$ cat src/rtl/core/jrew_pkg.sv
// Package for the jog ramp controller with effort watchdog.
// Holds the item, result and register types and the fixed codes and resets.
// No dependencies; used by every module of the block but jrew_checker.
package jrew_pkg;

   // Item kinds
   typedef enum logic [1:0] {
      ACT_TICK  = 2'd0,
      ACT_KICK  = 2'd1,
      ACT_PULSE = 2'd2,
      ACT_LOAD  = 2'd3
   } action_type;

   // Jog codes; the fourth code behaves as no jog
   localparam logic [1:0] JOG_CW  = 2'd1;
   localparam logic [1:0] JOG_CCW = 2'd2;

   // Register indexes (byte address = 4 * index)
   localparam logic [1:0] REG_WDOG_RELOAD  = 2'd0;
   localparam logic [1:0] REG_RAMP_STEP    = 2'd1;
   localparam logic [1:0] REG_RAMP_CEILING = 2'd2;

   // Register reset values
   localparam logic [15:0] WDOG_RELOAD_RESET  = 16'd1;
   localparam logic [7:0]  RAMP_STEP_RESET    = 8'd2;
   localparam logic [13:0] RAMP_CEILING_RESET = 14'd10000;

   // Effort curve shifts
   localparam int EFFORT_SHIFT_HI = 7;
   localparam int EFFORT_SHIFT_LO = 9;

   typedef struct packed {
      logic [15:0] wdog_reload;
      logic [7:0]  ramp_step;
      logic [13:0] ramp_ceiling;
   } cfg_type;

   typedef struct packed {
      action_type         action;
      logic [1:0]         jog_request;
      logic signed [15:0] position_value;
   } item_type;

   typedef struct packed {
      logic signed [14:0] ramp_now;
      logic signed [15:0] position;
      logic               watchdog_stop;
      logic               direction_ccw;
      logic [7:0]         effort;
   } result_type;

endpackage

$ cat src/rtl/core/jog_ramp_effort_watchdog.sv
// Top level of the jog ramp controller with effort watchdog.
// Depends on jrew_pkg, jrew_csr and jrew_core.
//
// Each accepted item (tick, watchdog kick, encoder pulse or position load)
// yields exactly one result. An accepted item waits in the input register
// until the output register is free; its result is then registered in the
// output register and offered from there. While results are taken, one item is
// taken every cycle: the item is captured in an input register, the controller state
// (ramp, effort, direction, watchdog count, position) is updated by jrew_core
// as the item moves on, and the result lands in an output register. A stalled
// result holds the output register; the input register then fills with one
// more item and req_tready drops until the result is taken. Registers are
// written through the APB-style port and take effect on the next item; write
// them only while no item is in flight. A new watchdog reload value reaches
// the count at the next kick.
module jog_ramp_effort_watchdog (
   input  logic        clock,
   input  logic        reset,
   // input items
   input  logic        req_tvalid,
   output logic        req_tready,
   input  logic [23:0] req_tdata,  // [1:0] jog_request, [17:2] position_value, rest zero
   input  logic [1:0]  req_tuser,  // [1:0] action
   // result items
   output logic        rsp_tvalid,
   input  logic        rsp_tready,
   output logic [47:0] rsp_tdata,  // [7:0] effort, [8] direction_ccw, [9] watchdog_stop,
                                   // [25:10] position, [40:26] ramp_now, rest zero
   // configuration
   input  logic        csr_psel,
   input  logic        csr_penable,
   input  logic        csr_pwrite,
   input  logic [3:0]  csr_paddr,
   input  logic [31:0] csr_pwdata,
   output logic [31:0] csr_prdata,
   output logic        csr_pready
);

   jrew_pkg::cfg_type    cfg;
   jrew_pkg::item_type   item_ff, item_in;
   jrew_pkg::result_type res, rsp_ff;
   logic                 s0_valid_ff, s0_valid_in;
   logic                 rsp_valid_ff, rsp_valid_in;
   logic                 adv_out, item_en, req_acc;

   jrew_csr u_csr (
      .clock       (clock),
      .reset       (reset),
      .csr_psel    (csr_psel),
      .csr_penable (csr_penable),
      .csr_pwrite  (csr_pwrite),
      .csr_paddr   (csr_paddr),
      .csr_pwdata  (csr_pwdata),
      .csr_prdata  (csr_prdata),
      .csr_pready  (csr_pready),
      .cfg         (cfg)
   );

   // Pipeline handshake: output register frees, input stage moves along
   assign adv_out    = !rsp_valid_ff || rsp_tready;
   assign item_en    = s0_valid_ff && adv_out;
   assign req_tready = !s0_valid_ff || adv_out;
   assign req_acc    = req_tvalid && req_tready;

   always_comb begin
      item_in.action         = jrew_pkg::action_type'(req_tuser);
      item_in.jog_request    = req_tdata[1:0];
      item_in.position_value = req_tdata[17:2];
      s0_valid_in  = req_acc ? 1'b1 : (item_en ? 1'b0 : s0_valid_ff);
      rsp_valid_in = item_en ? 1'b1 : (rsp_tready ? 1'b0 : rsp_valid_ff);
   end

   jrew_core u_core (
      .clock   (clock),
      .reset   (reset),
      .item_en (item_en),
      .item    (item_ff),
      .cfg     (cfg),
      .res     (res)
   );

   // Valid flags
   always_ff @(posedge clock) begin
      if (reset) begin
         s0_valid_ff  <= 1'b0;
         rsp_valid_ff <= 1'b0;
      end else begin
         s0_valid_ff  <= s0_valid_in;
         rsp_valid_ff <= rsp_valid_in;
      end
   end

   // Payload registers
   always_ff @(posedge clock) begin
      if (req_acc) begin
         item_ff <= item_in;
      end
      if (item_en) begin
         rsp_ff <= res;
      end
   end

   assign rsp_tvalid = rsp_valid_ff;
   assign rsp_tdata  = {7'd0, rsp_ff};

endmodule

$ cat src/rtl/core/jrew_csr.sv
// Configuration registers of the jog ramp controller, APB-style access.
// Depends on jrew_pkg for register indexes, resets and cfg_type.
module jrew_csr (
   input  logic               clock,
   input  logic               reset,
   input  logic               csr_psel,
   input  logic               csr_penable,
   input  logic               csr_pwrite,
   input  logic [3:0]         csr_paddr,
   input  logic [31:0]        csr_pwdata,
   output logic [31:0]        csr_prdata,
   output logic               csr_pready,
   output jrew_pkg::cfg_type  cfg
);

   jrew_pkg::cfg_type cfg_ff, cfg_in;
   logic              wr_en;

   assign csr_pready = 1'b1;
   assign wr_en      = csr_psel && csr_penable && csr_pwrite && csr_pready;
   assign cfg        = cfg_ff;

   // Write decode
   always_comb begin
      cfg_in = cfg_ff;
      if (wr_en) begin
         unique case (csr_paddr[3:2])
            jrew_pkg::REG_WDOG_RELOAD:  cfg_in.wdog_reload  = csr_pwdata[15:0];
            jrew_pkg::REG_RAMP_STEP:    cfg_in.ramp_step    = csr_pwdata[7:0];
            jrew_pkg::REG_RAMP_CEILING: cfg_in.ramp_ceiling = csr_pwdata[13:0];
            default: ;
         endcase
      end
   end

   always_ff @(posedge clock) begin
      if (reset) begin
         cfg_ff.wdog_reload  <= jrew_pkg::WDOG_RELOAD_RESET;
         cfg_ff.ramp_step    <= jrew_pkg::RAMP_STEP_RESET;
         cfg_ff.ramp_ceiling <= jrew_pkg::RAMP_CEILING_RESET;
      end else begin
         cfg_ff <= cfg_in;
      end
   end

   // Read decode
   always_comb begin
      unique case (csr_paddr[3:2])
         jrew_pkg::REG_WDOG_RELOAD:  csr_prdata = {16'd0, cfg_ff.wdog_reload};
         jrew_pkg::REG_RAMP_STEP:    csr_prdata = {24'd0, cfg_ff.ramp_step};
         jrew_pkg::REG_RAMP_CEILING: csr_prdata = {18'd0, cfg_ff.ramp_ceiling};
         default:                    csr_prdata = 32'd0;
      endcase
   end

endmodule

$ cat src/rtl/core/jrew_core.sv
// Controller state and its update for one item.
// Depends on jrew_pkg for item, result and register types.
module jrew_core (
   input  logic                 clock,
   input  logic                 reset,
   input  logic                 item_en,
   input  jrew_pkg::item_type   item,
   input  jrew_pkg::cfg_type    cfg,
   output jrew_pkg::result_type res
);

   logic signed [14:0] ramp_ff, ramp_in;
   logic [7:0]         effort_ff, effort_in;
   logic               dir_ff, dir_in;
   logic [15:0]        wdog_ff, wdog_in;
   logic [15:0]        pos_ff, pos_in;

   logic signed [16:0] v_cur, v_new, v_sum, v_dif, ceil_pos, ceil_neg, step_ext;
   logic               ramp_upd;
   logic               stop;
   logic [15:0]        mag;
   logic [8:0]         eff_sum;

   // Ramp arithmetic, widened so sums never overflow
   always_comb begin
      v_cur    = {{2{ramp_ff[14]}}, ramp_ff};
      ceil_pos = {3'b000, cfg.ramp_ceiling};
      ceil_neg = -ceil_pos;
      step_ext = {9'd0, cfg.ramp_step};
      v_sum    = v_cur + step_ext;
      v_dif    = v_cur - step_ext;
   end

   // Next ramp value for a tick
   always_comb begin
      ramp_upd = 1'b1;
      case (item.jog_request)
         jrew_pkg::JOG_CW: begin
            if (v_cur >= ceil_pos || v_sum > ceil_pos) v_new = ceil_pos;
            else v_new = v_sum;
         end
         jrew_pkg::JOG_CCW: begin
            if (v_cur <= ceil_neg || v_dif < ceil_neg) v_new = ceil_neg;
            else v_new = v_dif;
         end
         default: begin
            // no jog: decay one toward zero, hold at zero
            ramp_upd = (v_cur != 17'sd0);
            if (v_cur[16]) v_new = v_cur + 17'sd1;
            else if (ramp_upd) v_new = v_cur - 17'sd1;
            else v_new = v_cur;
         end
      endcase
      mag     = v_new[16] ? 16'(-v_new) : v_new[15:0];
      eff_sum = 9'(mag >> jrew_pkg::EFFORT_SHIFT_HI)
              + 9'(mag >> jrew_pkg::EFFORT_SHIFT_LO) + 9'd1;
   end

   // State update per item kind
   always_comb begin
      ramp_in   = ramp_ff;
      effort_in = effort_ff;
      dir_in    = dir_ff;
      wdog_in   = wdog_ff;
      pos_in    = pos_ff;
      stop      = 1'b0;
      unique case (item.action)
         jrew_pkg::ACT_TICK: begin
            // watchdog first, then the ramp may set effort again
            if (effort_ff != 8'd0) begin
               if (wdog_ff == 16'd0) begin
                  effort_in = 8'd0;
                  stop      = 1'b1;
               end else begin
                  wdog_in = wdog_ff - 16'd1;
               end
            end
            if (ramp_upd) begin
               ramp_in   = v_new[14:0];
               dir_in    = v_new[16];
               effort_in = eff_sum[7:0];
            end
         end
         jrew_pkg::ACT_KICK:  wdog_in = cfg.wdog_reload;
         jrew_pkg::ACT_PULSE: pos_in  = dir_ff ? pos_ff - 16'd1 : pos_ff + 16'd1;
         jrew_pkg::ACT_LOAD:  pos_in  = item.position_value;
         default: ;
      endcase
   end

   always_ff @(posedge clock) begin
      if (reset) begin
         ramp_ff   <= 15'sd0;
         effort_ff <= 8'd0;
         dir_ff    <= 1'b0;
         wdog_ff   <= jrew_pkg::WDOG_RELOAD_RESET;
         pos_ff    <= 16'd0;
      end else if (item_en) begin
         ramp_ff   <= ramp_in;
         effort_ff <= effort_in;
         dir_ff    <= dir_in;
         wdog_ff   <= wdog_in;
         pos_ff    <= pos_in;
      end
   end

   // Result reflects the state after this item
   always_comb begin
      res.ramp_now      = ramp_in;
      res.position      = pos_in;
      res.watchdog_stop = stop;
      res.direction_ccw = dir_in;
      res.effort        = effort_in;
   end

endmodule

$ cat config.mk
export PLATFORM = sky130hd
export DESIGN_NAME = jog_ramp_effort_watchdog
export DESIGN_NICKNAME = d
export VERILOG_FILES = /design/src/rtl/core/jrew_pkg.sv /design/src/rtl/core/jog_ramp_effort_watchdog.sv /design/src/rtl/core/jrew_csr.sv /design/src/rtl/core/jrew_core.sv
export SDC_FILE = /design/constraint.sdc
export NUM_CORES = 1
export LEC_CHECK = 0
export ABC_AREA = 1
export BUFFER_PORTS_ARGS = -buffer_cell sky130_fd_sc_hd__buf_2
export CORE_MARGIN = 1
export CORE_UTILIZATION = 45
export DETAILED_ROUTE_END_ITERATION = 7
export GPL_ROUTABILITY_DRIVEN = 0
export PLACE_DENSITY = 0.67
export SLEW_MARGIN = 30
export SYNTH_ARGS = -nofsm -noshare
export SYNTH_HDL_FRONTEND = slang
export SYNTH_SLANG_ARGS = --single-unit
$ cat constraint.sdc
create_clock -name clock -period 6.41 [get_ports clock]
set_clock_uncertainty 0.15 [all_clocks]
set_input_delay 1.282 -clock clock [delete_from_list [all_inputs] [get_ports clock]]
set_output_delay 1.282 -clock clock [all_outputs]
set_load 0.005 [all_outputs]
; After elaboration in Yosys (flattened, before gate mapping)
; Index checks and enable logic that the tools add are counted.
[totals]
wordCells = 92
ff_bits = 157
out_inout_bits = 83
in_bits = 69
[classes]
reduce_logical = 24
n_lt_le_gt_ge = 4
n_mux = 26
eq_ne = 9
add_sub_neg = 11
[op_table]
columns = cell, n
row1 = $mux W17, 4
row2 = $mux W16, 4
row3 = $pmux W16 S2, 2
row4 = $pmux W16 S3, 1
row5 = $pmux W17 S2, 1
row6 = $mux W8, 4
row7 = $sub A16 B1 Y16 const B, 2
row8 = $mux W15, 2
row9 = $gt A17 B15 Y1, 1
row10 = $le A15 B17 Y1, 1
row11 = $lt A17 B17 Y1, 1
row12 = $neg A14 Y17, 1
row13 = $reduce_bool A17 Y1, 1
row14 = $add A15 B2 Y16 const B, 1
row15 = $add A15 B9 Y16, 1
row16 = $add A16 B1 Y16 const B, 1
row17 = $logic_not A16 Y1, 1
row18 = $neg A16 Y16, 1
row19 = $sub A15 B2 Y16 const B, 1
row20 = $sub A15 B9 Y16, 1
row21 = $ge A15 B15 Y1, 1
row22 = $add A8 B1 Y8 const B, 1
row23 = $add A8 B7 Y8, 1
row24 = $eq A2 B2 Y1 const B, 4
row25 = other kinds (13), 35

; Depth between registers and ports, before layout
; Gate-level depths: netlist (run 1).
[depth]
ltp_word = 11
mapped_depth = 53
depth_no_buf = 52

; By module
; A second synthesis (run 1) with hierarchy kept.
[unflattened]
hier_cells = 1793
area_unflattened_um2 = 12524.5
[by_module_without_submodules]
columns = module, area_each_um2, n_inst, seq_area_each_um2, cells_each
row1 = jrew_core, 8589.5, 1, 1121.1, 1420
row2 = jog_ramp_effort_watchdog, 1979.4, 1, 1871.8, 81
row3 = jrew_csr, 1955.6, 1, 760.7, 292

; Worst setup path before layout (run 1)
; Ideal clock, no wire load.
[synth_timing]
kind = register to register
from = register u_core.ramp_ff[0]
to = register u_core.effort_ff[7]
required_ps = 6150
arrival_time_ps = 5803
synth_period_minus_slack_ps = 6063
stages_incl_launch_ff = 50
path_slack_ps = 347
path_cell_list = dfxtp_1 > inv_1 > ha_1 > fa_1 > inv_1 > nand2_1 > o21ai_1 > a21oi_1 > o21ai_1 > nor2_1 > nand2_1 > xor2_1 > inv_1 > ha_1 > nand2_1 > inv_1 > nand2_1 > nand2_1 > [14 not listed] > nand4_1 > nand2_1 > xor2_1 > ha_1 > a21oi_1 > o21ai_0 > a21oi_1 > inv_1 > a21oi_1 > nor2_1 > nor2_1 > inv_1 > a21oi_1 > nand3_1 > nand3_2 > nand3_1 > nand2_1 > inv_1
[synth_via]
elab_chain_cells = 11
word_cells_on_any_way = 23
[synth_lines]
columns = item, line
row1 = from (decl), jrew_core.sv:12  ; logic signed [14:0] ramp_ff, ramp_in;
row2 = from (signal assigned), jrew_core.sv:99  ; ramp_ff <= ramp_in;
row3 = $sub A15 B9 Y16 / $add A15 B9 Y16 (equally long branches), "jrew_core.sv:31, jrew_core.sv:30"
row4 = $lt A17 B17 Y1 / $gt A17 B15 Y1 (equally long branches), "jrew_core.sv:43, jrew_core.sv:39"
row5 = $logic_or A1 B1 Y1 (on tied branches), "jrew_core.sv:43, jrew_core.sv:39"
row6 = $mux W17 (on tied branches), "jrew_core.sv:43, jrew_core.sv:39"
row7 = $pmux W17 S2, jrew_core.sv:37  ; case (item.jog_request)
row8 = $neg A16 Y16, jrew_core.sv:54  ; mag = v_new[16] ? 16'(-v_new) : v_new[15:0];
row9 = $mux W16, jrew_core.sv:54
row10 = $add A8 B7 Y8, jrew_core.sv:56  ; + 9'(mag >> jrew_pkg::EFFORT_SHIFT_LO) + 9'd1;
row11 = $add A8 B1 Y8, jrew_core.sv:56
row12 = $mux W8 (*), jrew_core.sv:78  ; if (ramp_upd) begin
row13 = $mux W8 (*), jrew_core.sv:67  ; unique case (item.action)
row14 = to (signal assigned), jrew_core.sv:100  ; effort_ff <= effort_in;
row15 = to (decl), jrew_core.sv:13  ; logic [7:0] effort_ff, effort_in;
; Every way passes the cells marked *; elsewhere a longest branch is shown, timed or not.
; A chain may end at the register's enable or synchronous reset.

==> results of run 1 <==
[cell type report]
| class | count | area share (%) |
|---|---|---|
| multi-input cells | 1206 | 50.2 |
| flip-flops and latches | 157 | 25.6 |
| repair buffers | 242 | 10.7 |
| inverters | 248 | 6.38 |
| clock buffers | 17 | 2.90 |
| well taps | 335 | 2.86 |
| clock inverters | 15 | 1.27 |
| diodes | 1 | 0.0171 |
[how the worst max path moves through the flow]
stage,to,cells past startpoint
6_report,u_core.effort_ff[6],44
5_1_grt,u_core.effort_ff[7],48
4_1_cts,u_core.effort_ff[6],43
3_5_place_dp,rsp_tdata[7],49
3_3_place_gp,rsp_tdata[7],49
2_1_floorplan,u_core.effort_ff[7],49
[logic make-up (layout without fill, tap and decap cells)]
kind of cell             Yosys count  count (layout)  synth area share [%]
AND/OR/NAND/NOR                  636             637                  22.9
AO/OA/AOI/OAI                    391             391                  18.8
buffers and inverters            328             522                  11.6
flip-flops                       157             157                  31.6
adder cells (fa/ha/maj)          107             107                  11.5
XOR/XNOR                          47              47                  3.47
other                              2              25                0.0633
[routing by layer]
metal	vias to the layer above	share of wire, %	track usage, %
met3	87	6.2	4.47
met1	5540	44	33.5
li1	5937	-	-
met2	391	47	41.9
met5	-	0	0
met4	0	3.4	9.92
[flip-flops by register name, indices dropped and copies added, names as in the netlist]
signal            flops
u_core.wdog_ff       16
rsp_tvalid            1
u_core.effort_ff      8
u_csr.cfg            38
item_ff              20
u_core.ramp_ff       15
u_core.dir_ff         1
u_core.pos_ff        16
rsp_tdata            41
s0_valid_ff           1
[power by group]
part	total, mW	internal (mW)	switching [mW]
Clock	1.04	0.532	0.505
Sequential	1.15	1.11	0.0426
Combinational	1.44	0.626	0.812
[per-stage QoR]
stage | setup WS (ns) | area (µm²) | total power, mW
6_report | 0.0260 | 14700 | 3.62
5_1_grt | -0.389 | 14700 | 3.84
4_1_cts | 0.00757 | 14000 | 3.43
3_5_place_dp | -0.427 | 13300 | 2.36
3_3_place_gp | -0.290 | 13300 | 2.34
2_1_floorplan | 0.347 | 11900 | 1.94
[timing repair]
action                                 CTS  global route
setup buffers                            5            19
resized for setup                       20           117
gates cloned                             0             1
setup endpoints to repair                9            14
pin swaps                               10            70
endpoints found under the hold margin    0             0
[cells in the mapped netlist (all sizes together) (25+ instances only)]
cell    instances
xor2           42
dfxtp          96
ha            103
nand2         341
o21ai         145
a21oi         154
nor2          145
o211ai         28
inv           245
nor3           25
clkbuf         41
nand3          85
edfxtp         61
buf            39
[worst max-delay path, delay by kind of cell, from the launching register on]
family | cells | cell delay (ns)
AOI/OAI and AO/OA | 9 | 1.17
xor gates and xnor gates | 3 | 0.61
adders and majority gates | 4 | 1.03
buffers and inverters | 9 | 0.95
DFF | 1 | 0.34
and+or+nand+nor | 19 | 1.99
==> results.toml, run 1 <==
[worst_setup_path]
critical_path_class = "reg2reg"
timing.rr.end = "u_core.effort_ff[6]"
start_kind = "flip-flop"
timing.critical_path.mode_cell = "sky130_fd_sc_hd__buf_4"
cp-end-kind = "flip-flop"
reg2reg_slack_ns = 0.03
r2r_start = "u_core.ramp_ff[0]"
timing.reg2reg.worst_path_depth = 44
critical_path.startpoint = "u_core.ramp_ff[0]"
max_stage_delay_ns = 0.34
crit_required_ns = 6.58
critPathArrivalTime_ns = 6.55
critical_path.slowest_cell = "sky130_fd_sc_hd__dfxtp_2"
critical_path_peak_fanout = 8

[job]
maxCapViolCount = 0

[synth]
syn_area_um2 = 11900
netlist_instances = 1668
yosys.area.top_type_share_pct = 16.2
ys_types = 58
synth_top_area_cell = "sky130_fd_sc_hd__dfxtp_1"
synth_edf_count = 61
postSynth.topFlopCell = "sky130_fd_sc_hd__dfxtp_1"
seq_area_frac_synth_pct = 31.6
ys_ff_latch = 157
synth.top_cells.by_area = "sky130_fd_sc_hd__dfxtp_1 16%, sky130_fd_sc_hd__edfxtp_1 15%, sky130_fd_sc_hd__ha_1 11%"
synth-warning-count = 0
syn_avg_cell_area_um2 = 7.11
async_flop_share_pct = 0

[worst_hold_path]
hold-path-cell-count = 2
min-delay-start = "u_csr.cfg[31]"
timing.hold.worst_endpoint = "u_csr.cfg[31]"
holdCritPathClass = "reg2reg"

[clock_network]
cts_num_sinks = 157
cts_tree = "yes"
clk_transition_reported_paths_ns = 0.07
cts-htree-levels = 4
clock_path_buffers = 2
clk-insertion-delay-late_ns = 0.44
cts_root_buffer = "sky130_fd_sc_hd__clkbuf_16"
tritoncts.num_buffers = 17
post_cts_hold_buffer_count = 0

[placed_design]
dp_cells = 2163
place.port_buffers = 103
detailedPlacementHpwl_mm = 26.3

[sta]
period_share_pct = 99.6
timing.fmax_mhz = 157
worstMarginPinSlew_ns = 0.868
report.final.setup_viol = 0
finalHoldViolCount = 0
max_slew_violation_count = 0
post-route-min-period_ns = 6.38
rsz0062_at_grt = "yes"
timing.slew.headroom_pct = 42.1
finalHoldWorstSlack_ns = 0.333
total_negative_setup_slack_ns = 0

[die]
num_io_pins = 152
overall_die_area_um2 = 27000
area_of_the_core_um2 = 26000
initial_standard_cell_utilization_of_the_core_pct = 45.7
placementRows = 59
die_width_um = 164
die_h_um = 164

[global_route]
grt_antenna_before_repair = 1
first_global_vias = 10500
track_usage_pct = 25.6
grt.overflow.total = 0
first_pass_grt_wire_length_mm = 53.9
grt_start_max_net_pins = 77

[detailed_routing]
drt_pass1_iterations = 5
via_per_inst = 5.38
drtAntennaViolNets = 0
detail_route.wirelength_mm = 35.3
detailroute.via_count = 12000
route.detailed.wl_per_inst_um = 15.9
drcViolationCount = 0
drt_iter0_drc = 761

[outcome]
run_status = "finished clean"

[layout]
multi_input_area_um2 = 7370
drive_above_1_share_pct = 23.0
register_area_um2 = 3760
filler_cell_count = 2448
final_cell_mix = "299 x sky130_fd_sc_hd__nand2_1, 220 x sky130_fd_sc_hd__inv_1, 137 x sky130_fd_sc_hd__buf_4"
layout_commonest_cell = "sky130_fd_sc_hd__nand2_1"
design.final.nets = 2048
syn2layout_area_growth_pct = 23.6
finalCoreUtilization_pct = 56.5
finish.cell_count_without_fillers = 2221

[pwr]
power.density_nw_per_um2 = 247
cellLeakagePower_nw = 6.94
worst_ir_drop_vdd_uv = 155
Note: power is estimated with default switching activity, not from simulation.
==> run 2, diff against run 1 <==
--- a/config.mk
+++ b/config.mk
@@ -15,4 +15,5 @@
 export SLEW_MARGIN = 30
 export SYNTH_ARGS = -nofsm -noshare
 export SYNTH_HDL_FRONTEND = slang
+export SYNTH_HIERARCHICAL = 1
 export SYNTH_SLANG_ARGS = --single-unit
==> results.toml, run 2 <==
[outcome]
run_status = "finished clean"

[synth]
postSynth.topFlopCell = "sky130_fd_sc_hd__dfxtp_1"
ys_types = 58
synth_edf_count = 61
yosys.area.top_type_share_pct = 15.3
async_flop_share_pct = 0
synth-warning-count = 6
synth.top_cells.by_area = "sky130_fd_sc_hd__dfxtp_1 15%, sky130_fd_sc_hd__edfxtp_1 15%, sky130_fd_sc_hd__nand2_1 12%"
netlist_instances = 1793
syn_area_um2 = 12500
ys_top_cells_by_count = "387 x sky130_fd_sc_hd__nand2_1, 237 x sky130_fd_sc_hd__inv_1, 202 x sky130_fd_sc_hd__nor2_1"
seq_area_frac_synth_pct = 30.0
syn_avg_cell_area_um2 = 6.99
yosys.cell_count.top_type = "sky130_fd_sc_hd__nand2_1"
synth_top_area_cell = "sky130_fd_sc_hd__dfxtp_1"
ys_ff_latch = 157

[detailed_routing]
route.detailed.wl_per_inst_um = 15.4
drt_pass1_iterations = 6
detail_route.wirelength_mm = 36.2
via_per_inst = 5.27
drt_iter0_drc = 1166
drtAntennaViolNets = 0
detailroute.via_count = 12400
drcViolationCount = 0

[worst_setup_path]
crit_required_ns = 6.45
cp-end-kind = "flip-flop"
critical_path_class = "reg2reg"
start_kind = "flip-flop"
critPathArrivalTime_ns = 6.20
timing.critical_path.mode_cell = "sky130_fd_sc_hd__inv_1"
max_stage_delay_ns = 0.36
critical_path_peak_fanout = 7
critical_path.slowest_cell = "sky130_fd_sc_hd__fa_2"
reg2reg_slack_ns = 0.25

[pwr]
pwr-share-seq_pct = 32.9
worst_ir_drop_vdd_uv = 142
clock_power_share_pct = 28.9
switching_share_pct = 37.0
power_switching_mw = 1.29
cellLeakagePower_nw = 7.35
power_report.internal_total_mw = 2.20
comb_power_share_pct = 38.2
power.density_nw_per_um2 = 231

[job]
maxCapViolCount = 0

[global_route]
grt_antenna_before_repair = 0
track_usage_pct = 24.9
first_pass_grt_wire_length_mm = 56.2
first_global_vias = 11100
grt.overflow.total = 0
grt_start_max_net_pins = 77

[die]
initial_standard_cell_utilization_of_the_core_pct = 46.2
area_of_the_core_um2 = 27100
overall_die_area_um2 = 28500
num_io_pins = 152
die_h_um = 169
placementRows = 60
die_width_um = 169

[sta]
max_slew_violation_count = 0
setup_slack_ns = 0.252
worstMarginPinSlew_ns = 0.984
report.final.setup_viol = 0
post-route-min-period_ns = 6.16
finalHoldViolCount = 0
period_share_pct = 96.1
timing.slew.headroom_pct = 34.4
total_negative_setup_slack_ns = 0
timing.fmax_mhz = 162

[placed_design]
dpl_worst_slack_ns = -0.102
dp_cells = 2296
placed_cell_area_um2 = 13800
detailedPlacementHpwl_mm = 26.9
place.port_buffers = 103

[layout]
layout_commonest_cell = "sky130_fd_sc_hd__nand2_1"
diodes = 0
finish.cell_count_without_fillers = 2354
final_cell_mix = "369 x sky130_fd_sc_hd__nand2_1, 228 x sky130_fd_sc_hd__inv_1, 189 x sky130_fd_sc_hd__nor2_1"
syn2layout_area_growth_pct = 20.5
largest_reg_flops = 41
fin_area_um2 = 15100
filler_cell_count = 2546
design.final.nets = 2145
drive_above_1_share_pct = 21.9

[clock_network]
cts_num_sinks = 157
cts_tree = "yes"
clock_path_buffers = 2
cts_root_buffer = "sky130_fd_sc_hd__clkbuf_16"
cts-htree-levels = 4
clk_transition_reported_paths_ns = 0.07
clk-insertion-delay-late_ns = 0.43
tritoncts.num_buffers = 17
post_cts_hold_buffer_count = 0

[worst_hold_path]
holdCritPathClass = "reg2reg"
-- run 2: changes by cell type after synthesis, sizes merged, moves of 6 or more --
cell,before,now
a21oi,154,115
a22o,0,6
buf,39,62
clkbuf,41,28
nand2,341,409
nand3,85,143
nand4,16,24
nor2,145,214
o211ai,28,13
o21ai,145,107
o221ai,16,10
-- run 2: kinds of logic after synthesis --
| kind of cell | after synthesis | share of synthesized area [%] |
|---|---|---|
| xor+xnor | 49 | 3.43 |
| other cells | 3 | 0.0899 |
| simple gates | 836 | 29.8 |
| compound gates | 301 | 14.0 |
| fa+ha+maj | 107 | 10.9 |
| buf+inv | 340 | 11.8 |
| flops | 157 | 30.0 |
-- run 2: timing repair --
item | CTS | global route
cloned | 0 | 2
gates resized for setup | 4 | 105
buffers inserted | 0 | 24
pin swaps | 0 | 35
endpoints found under the setup margin | 2 | 14
-- run 2: critical path: cells and delay by family (launching register included) --
kind            cells  cell delay [ns]
compound gates      9             1.30
xor+xnor            1             0.20
fa+ha+maj           4             1.06
buf+inv            10             0.96
flops               1             0.33
simple gates       18             1.92
-- run 2: per-layer routing --
metal / track usage (%) / part of all wire, % / vias up
met1: 34.0 / 45 / 5680
li1: - / - / 6197
met3: 3.41 / 6.0 / 66
met2: 40.5 / 46 / 472
met4: 8.18 / 2.8 / 0
met5: 0 / 0 / -
-- run 2: worst paths after layout --
check,endpoint,cells after the start,from
worst max-delay path,rsp_tdata[7],42,u_core/ramp_ff[0]
worst min-delay path,u_core/wdog_ff[13],2,u_core/wdog_ff[13]
worst max register to register,rsp_tdata[7],42,u_core/ramp_ff[0]
worst min register to register,u_core/wdog_ff[13],2,u_core/wdog_ff[13]
-- run 2: power by group through the flow --
| stage | Clock (mW) | Sequential [mW] | Combinational [mW] |
|---|---|---|---|
| 2_1_floorplan | 0 | 1.16 | 0.795 |
| 3_3_place_gp | 0 | 1.17 | 1.16 |
| 3_5_place_dp | 0 | 1.17 | 1.18 |
| 4_1_cts | 1.03 | 1.15 | 1.20 |
| 5_1_grt | 1.08 | 1.15 | 1.48 |
| 6_report | 1.01 | 1.15 | 1.33 |
-- run 2: final cells by class --
type | count | area, µm² | area share, %
Clock buffer | 17 | 425 | 2.82
Clock inverter | 15 | 175 | 1.16
Sequential cell | 157 | 3760 | 25.0
Timing Repair Buffer | 224 | 1450 | 9.60
Tap cell | 372 | 465 | 3.09
Multi-Input combinational cell | 1319 | 7860 | 52.1
Inverter | 250 | 946 | 6.27
-- run 2: through the flow --
| step | hold slack [ns] | power [mW] | util [%] |
|---|---|---|---|
| finish | 0.332 | 3.49 | 55.7 |
| global route | 0.358 | 3.71 | 55.7 |
| CTS | 0.336 | 3.37 | 53.2 |
| detailed placement | 0.326 | 2.35 | 50.9 |
| global placement | 0.323 | 2.33 | 50.9 |
| floorplan | 0.307 | 1.95 | - |
